File: config.mk
export PLATFORM = sky130hd
export DESIGN_NAME = tru_queue
export DESIGN_NICKNAME = d
export VERILOG_FILES = /design/src/rtl/assert_macros.svh /design/src/rtl/tru_pkg.sv /design/src/rtl/tru_queue.sv
export SDC_FILE = /design/constraint.sdc
export NUM_CORES = 1
export LEC_CHECK = 0
export BUFFER_PORTS_ARGS = -buffer_cell sky130_fd_sc_hd__buf_2
export CAP_MARGIN = 20
export CORE_UTILIZATION = 41
export CTS_CLUSTER_DIAMETER = 80
export DETAILED_ROUTE_END_ITERATION = 7
export PLACE_DENSITY = 0.69
export SLEW_MARGIN = 20
export SYNTH_ARGS = -nofsm -noshare
export SYNTH_HDL_FRONTEND = slang
export SYNTH_SLANG_ARGS = --single-unit
File: constraint.sdc
create_clock -name clk_i -period 4.68 [get_ports clk_i]
set_input_delay 1.17 -clock clk_i [delete_from_list [all_inputs] [get_ports clk_i]]
set_output_delay 1.17 -clock clk_i [all_outputs]
set_load 0.1 [all_outputs]
File: src/rtl/assert_macros.svh
// assertion helpers for the triangular rank-1 update block
// expects clk_i and rst_ni in the scope of each use
`ifndef ASSERT_MACROS_SVH
`define ASSERT_MACROS_SVH

// property that must hold at every clock edge outside reset
`define TRU_ASSERT(lbl, prop, msg) \
  lbl: assert property (@(posedge clk_i) disable iff (!rst_ni) prop) else $error(msg);

// condition that must never be seen
`define TRU_ASSERT_NEVER(lbl, expr, msg) \
  `TRU_ASSERT(lbl, !(expr), msg)

`endif

File: src/rtl/tru_pkg.sv
// shared types, constants and fixed-point helpers of the triangular rank-1 update block
// no dependencies
`timescale 1ns / 1ps
`default_nettype none

package tru_pkg;

  localparam int unsigned DATA_W      = 32;
  localparam int unsigned IDX_W       = 10;
  localparam int unsigned NUM_W       = 11;
  localparam int unsigned FRAC_W      = 16;
  localparam int unsigned EXT_W       = 17;   // holds any index and the largest dimension
  localparam int unsigned CFG_IDX_W   = 3;
  localparam int unsigned MAX_DIM_DEF = 1024;

  localparam int unsigned Q_DEPTH = 4;
  localparam int unsigned QPTR_W  = $clog2(Q_DEPTH);
  localparam int unsigned QCNT_W  = $clog2(Q_DEPTH + 1);

  localparam logic signed [DATA_W-1:0] ONE_Q16 = 32'sh0001_0000;
  localparam logic signed [DATA_W-1:0] SAT_MAX = 32'sh7FFF_FFFF;
  localparam logic signed [DATA_W-1:0] SAT_MIN = 32'sh8000_0000;

  typedef enum logic [1:0] {
    ACT_LOAD_X = 2'd0,
    ACT_LOAD_Y = 2'd1,
    ACT_UPDATE = 2'd2,
    ACT_NONE   = 2'd3
  } act_e;

  typedef enum logic [CFG_IDX_W-1:0] {
    REG_BETA   = 3'd0,
    REG_ALPHA  = 3'd1,
    REG_ROWS   = 3'd2,
    REG_COLS   = 3'd3,
    REG_UPPER  = 3'd4
  } reg_idx_e;

  // what the back end does with an element
  typedef enum logic [1:0] {
    CLS_UPDATE = 2'd0,
    CLS_PASS   = 2'd1,
    CLS_RANGE  = 2'd2
  } cls_e;

  typedef struct packed {
    logic signed [DATA_W-1:0] beta;
    logic signed [DATA_W-1:0] alpha;
    logic [NUM_W-1:0]         num_rows;
    logic [NUM_W-1:0]         num_cols;
    logic                     upper;
  } cfg_t;

  // one element between front and back; v1 meets alpha first, v2 second
  typedef struct packed {
    logic [IDX_W-1:0]         row;
    logic [IDX_W-1:0]         col;
    logic signed [DATA_W-1:0] a;
    logic signed [DATA_W-1:0] v1;
    logic signed [DATA_W-1:0] v2;
    cls_e                     cls;
  } q_item_t;

  typedef struct packed {
    logic [QCNT_W-1:0] level;
    logic              empty;
    logic              full;
  } q_stat_t;

  // floor shift of a q16.16 product, then clamp to 32 bits
  function automatic logic signed [DATA_W-1:0] sat_shift(input logic signed [63:0] p);
    logic signed [63:0] sh;
    sh = p >>> FRAC_W;
    if (sh[63:DATA_W-1] == '0 || sh[63:DATA_W-1] == '1) begin
      return sh[DATA_W-1:0];
    end else if (sh[63]) begin
      return SAT_MIN;
    end else begin
      return SAT_MAX;
    end
  endfunction

  function automatic logic signed [DATA_W-1:0] sat_sum(input logic signed [DATA_W-1:0] x,
                                                       input logic signed [DATA_W-1:0] y);
    logic signed [DATA_W:0] s;
    s = (DATA_W+1)'(x) + (DATA_W+1)'(y);
    if (s[DATA_W] == s[DATA_W-1]) begin
      return s[DATA_W-1:0];
    end else if (s[DATA_W]) begin
      return SAT_MIN;
    end else begin
      return SAT_MAX;
    end
  endfunction

endpackage

`default_nettype wire

File: src/rtl/tru_queue.sv
// short fifo of classified elements between front and back end
// depends on tru_pkg
`timescale 1ns / 1ps
`default_nettype none

module tru_queue import tru_pkg::*; (
  input  wire logic    clk_i,
  input  wire logic    rst_ni,
  input  wire logic    push_i,
  input  wire q_item_t push_item_i,
  input  wire logic    pop_i,
  output q_item_t      head_o,
  output q_stat_t      stat_o
);

  q_item_t           mem_q [Q_DEPTH];
  logic [QPTR_W-1:0] wr_ptr_q, rd_ptr_q;
  logic [QCNT_W-1:0] level_q, level_d;

  always_comb begin
    level_d = level_q;
    case ({push_i, pop_i})
      2'b10:   level_d = level_q + 1'b1;
      2'b01:   level_d = level_q - 1'b1;
      default: level_d = level_q;
    endcase
  end

  always_ff @(posedge clk_i or negedge rst_ni) begin
    if (!rst_ni) begin
      wr_ptr_q <= '0;
      rd_ptr_q <= '0;
      level_q  <= '0;
    end else begin
      if (push_i) begin
        wr_ptr_q <= wr_ptr_q + 1'b1;
      end
      if (pop_i) begin
        rd_ptr_q <= rd_ptr_q + 1'b1;
      end
      level_q <= level_d;
    end
  end

  always_ff @(posedge clk_i) begin
    if (push_i) begin
      mem_q[wr_ptr_q] <= push_item_i;
    end
  end

  assign head_o       = mem_q[rd_ptr_q];
  assign stat_o.level = level_q;
  assign stat_o.empty = level_q == '0;
  assign stat_o.full  = level_q == QCNT_W'(Q_DEPTH);

endmodule

`default_nettype wire

==> results.md <==
* Slew Limit Fails at 0
* Primary FF master, synth: edfxtp_1
* Cts hold-fix bufs at 0
* Die area at 43300 um2
* Post-Route WL at 32200 um
* Largest family of logic cells by synthesized area: multiplexers
* CP top delay family: buffers and inverters
* Reg2Reg Depth at 4
* Total GRT Usage at 15.2%
* I/O pin total at 245
* Final worst-path cycle share at 80.0%
* Fin. Hold Viols at 0
* Clock Root Buffer: clkbuf_16
* Antenna-violating nets left at 0
* R2R setup slack at 2.51 ns
* Final nets at 1063
* Number of fillers in the final layout at 3316
* Post-Syn Area per Cell at 26.7 um2
* Max-slew headroom at 53.9%
* Crit path launch type: register
* Largest net degree at the start of global routing at 72
* Area leader, netlist: edfxtp_1
* Hold Path Class: primary input to asynchronous set/reset pin
* Number of synthesized flops with an enable pin at 472
* Post-synthesis adder-cell area fraction at 0.474%
* CP Class: register to output port
* Synthesis Warnings at 0
* Iter 0 DRT Violations at 280
* Critical path arrival at 2.58 ns
* Post-DP HPWL at 19600 um
* Post-CTS Setup Inserts at 0
* Number of I/O port buffers at 244
* Yosys top cell area share at 81.4%
* Worst path cell trace: buf_12, mux4_2, buf_2
* Slowest stage delay, CP at 0.64 ns
* CTS tree: done
* CTS max path bufs at 3
* Slowest CP cell: dfrtp_4
* Max Clk Rate at 0.267 GHz
* Max-cap check violation count at 0
* Clk Latency, worst-skew pair at 0.56 ns
* Post-synth design cell area at 17400 um2
* Distinct cells, synth at 18
* Reg-to-Reg End: mem_q[0][40]
* Post-synthesis xor/xnor area fraction at 0.302%
* Leading cell type in the layout, fill and taps excluded: edfxtp_1
* First-pass GRT wire length at 49300 um
* RD Place Congestion at 0.730
* Async set-or-reset flop fraction in the synthesized netlist at 1.46%
* WP data required at 3.51 ns
* Most frequent cells in the layout: edfxtp_1, buf_2, mux4_2
* Compound-gate portion of the synthesized area at 0.0575%
* Setup Skew at 0.0113 ns
* Sequential area share after synthesis at 82.4%
* Starting Density at 41.5%
* CTS clk-pin slew, worst paths at 0.06 ns
* Post-CTS resize count at 0
* Clk sink count at 479
* Row cnt at 75
* Outcome: complete, no violations
* Layout cells sized above 1 at 46.2%
* RSZ-0062 raised after global routing: false
* Remaining DRCs at 0
* Slew @ Worst Pin at 0.692 ns
* Via-per-instance ratio at 5.06
* Die W at 208 um
* Post-layout minimum cycle time at 3.75 ns
* Core Area at 41900 um2
* Vias in the first global route at 8560
* Crit Path Max Fanout at 53
* Setup tns final at 0 ns
* Multiplexer area fraction after synthesis at 15.3%
* Initial antenna violation count at 2
* Remaining global-route overflow at 0
* Setup Viol. Count Final at 0
* Vias at 7648
* Synth Area in Simple Gates at 0.294%
* Layout area overhead at 19.4%
* Pre-antenna DRT Iters at 4
* Worst setup EP type: output port
* FF-to-FF Start: wr_ptr_q[0]
* Num CTS Buffers at 48
* Buf+Inv Stages, Crit Path at 2
* Htree depth at 2
* Mapped Cells at 653
* Synth top area cells: edfxtp_1, mux4_2, dfrtp_1
* Mapped Nets at 781
* Die H at 208 um
* Synth Register Bits at 479
* Average wire per standard cell at 21.3 um
cells in the mapped netlist (2+ instances only):
| library cell | count |
|---|---|
| dfrtp_1 | 7 |
| xnor2_1 | 2 |
| buf_6 | 10 |
| ha_1 | 5 |
| nand2_1 | 3 |
| edfxtp_1 | 472 |
| xor2_1 | 4 |
| and2_1 | 4 |
| buf_2 | 14 |
| mux4_2 | 118 |
| o21ai_0 | 2 |
| inv_1 | 6 |
worst max-delay path by stage:
| stage | from | slack, ns | endpoint | cells after the start |
|---|---|---|---|---|
| detailed placement | rd_ptr_q[0] | 1.45 | head_o[64] | 3 |
| global route | rd_ptr_q[0] | 0.78 | head_o[64] | 3 |
| global placement | rd_ptr_q[1] | 1.46 | head_o[115] | 3 |
| floorplan | push_i | 0.31 | mem_q[0][0] | 1 |
| finish | rd_ptr_q[0] | 0.93 | head_o[64] | 3 |
| CTS | rd_ptr_q[0] | 0.83 | head_o[64] | 3 |
layer usage:
layer	track usage [%]	vias to the layer above	wire length [um]
met4	5.36	2	748
met1	17.9	4000	12700
met2	26.5	193	16600
met5	0	-	13
li1	-	3394	-
met3	4.30	59	2030
kinds of logic (layout without fill, tap and decap cells):
group,count (synthesis),count (layout)
flops,479,479
mux,118,118
buf+inv,32,349
simple gates,10,10
fa+ha+maj,6,6
xor+xnor,6,6
compound gates,2,2
other cells,0,1
stage by stage:
| stage | area [um2] | setup WS [ns] | util [%] | std cells | hold slack [ns] |
|---|---|---|---|---|---|
| final | 20800 | 0.934 | 49.6 | 1510 | 0.444 |
| after global routing | 20800 | 0.781 | 49.6 | 1509 | 0.429 |
| after CTS | 20800 | 0.835 | 49.6 | 1509 | 0.412 |
| after detailed placement | 19300 | 1.45 | 46.1 | 1424 | 0.523 |
| after global placement | 19300 | 1.46 | 46.1 | 1424 | 0.504 |
| after floorplan | 17400 | 0.310 | - | 653 | 0.491 |
flip-flops by register name, summed over array words and instances (netlist names):
register  cells
level_q       3
mem_q       472
rd_ptr_q      2
wr_ptr_q      2
final cells by class:
class	count	area, um2	area share (%)
inverter	6	22.5	0.108
clock buffer	60	1270	6.09
antenna	1	2.50	0.0120
timing repair buffer	258	1410	6.80
tap	539	674	3.24
multi-input combinational	142	2860	13.8
sequential	479	14400	69.0
clock inverter	25	200	0.962
Power is not shown: default switching activity piles up to over one toggle a cycle in this logic, so the estimate is an artifact.
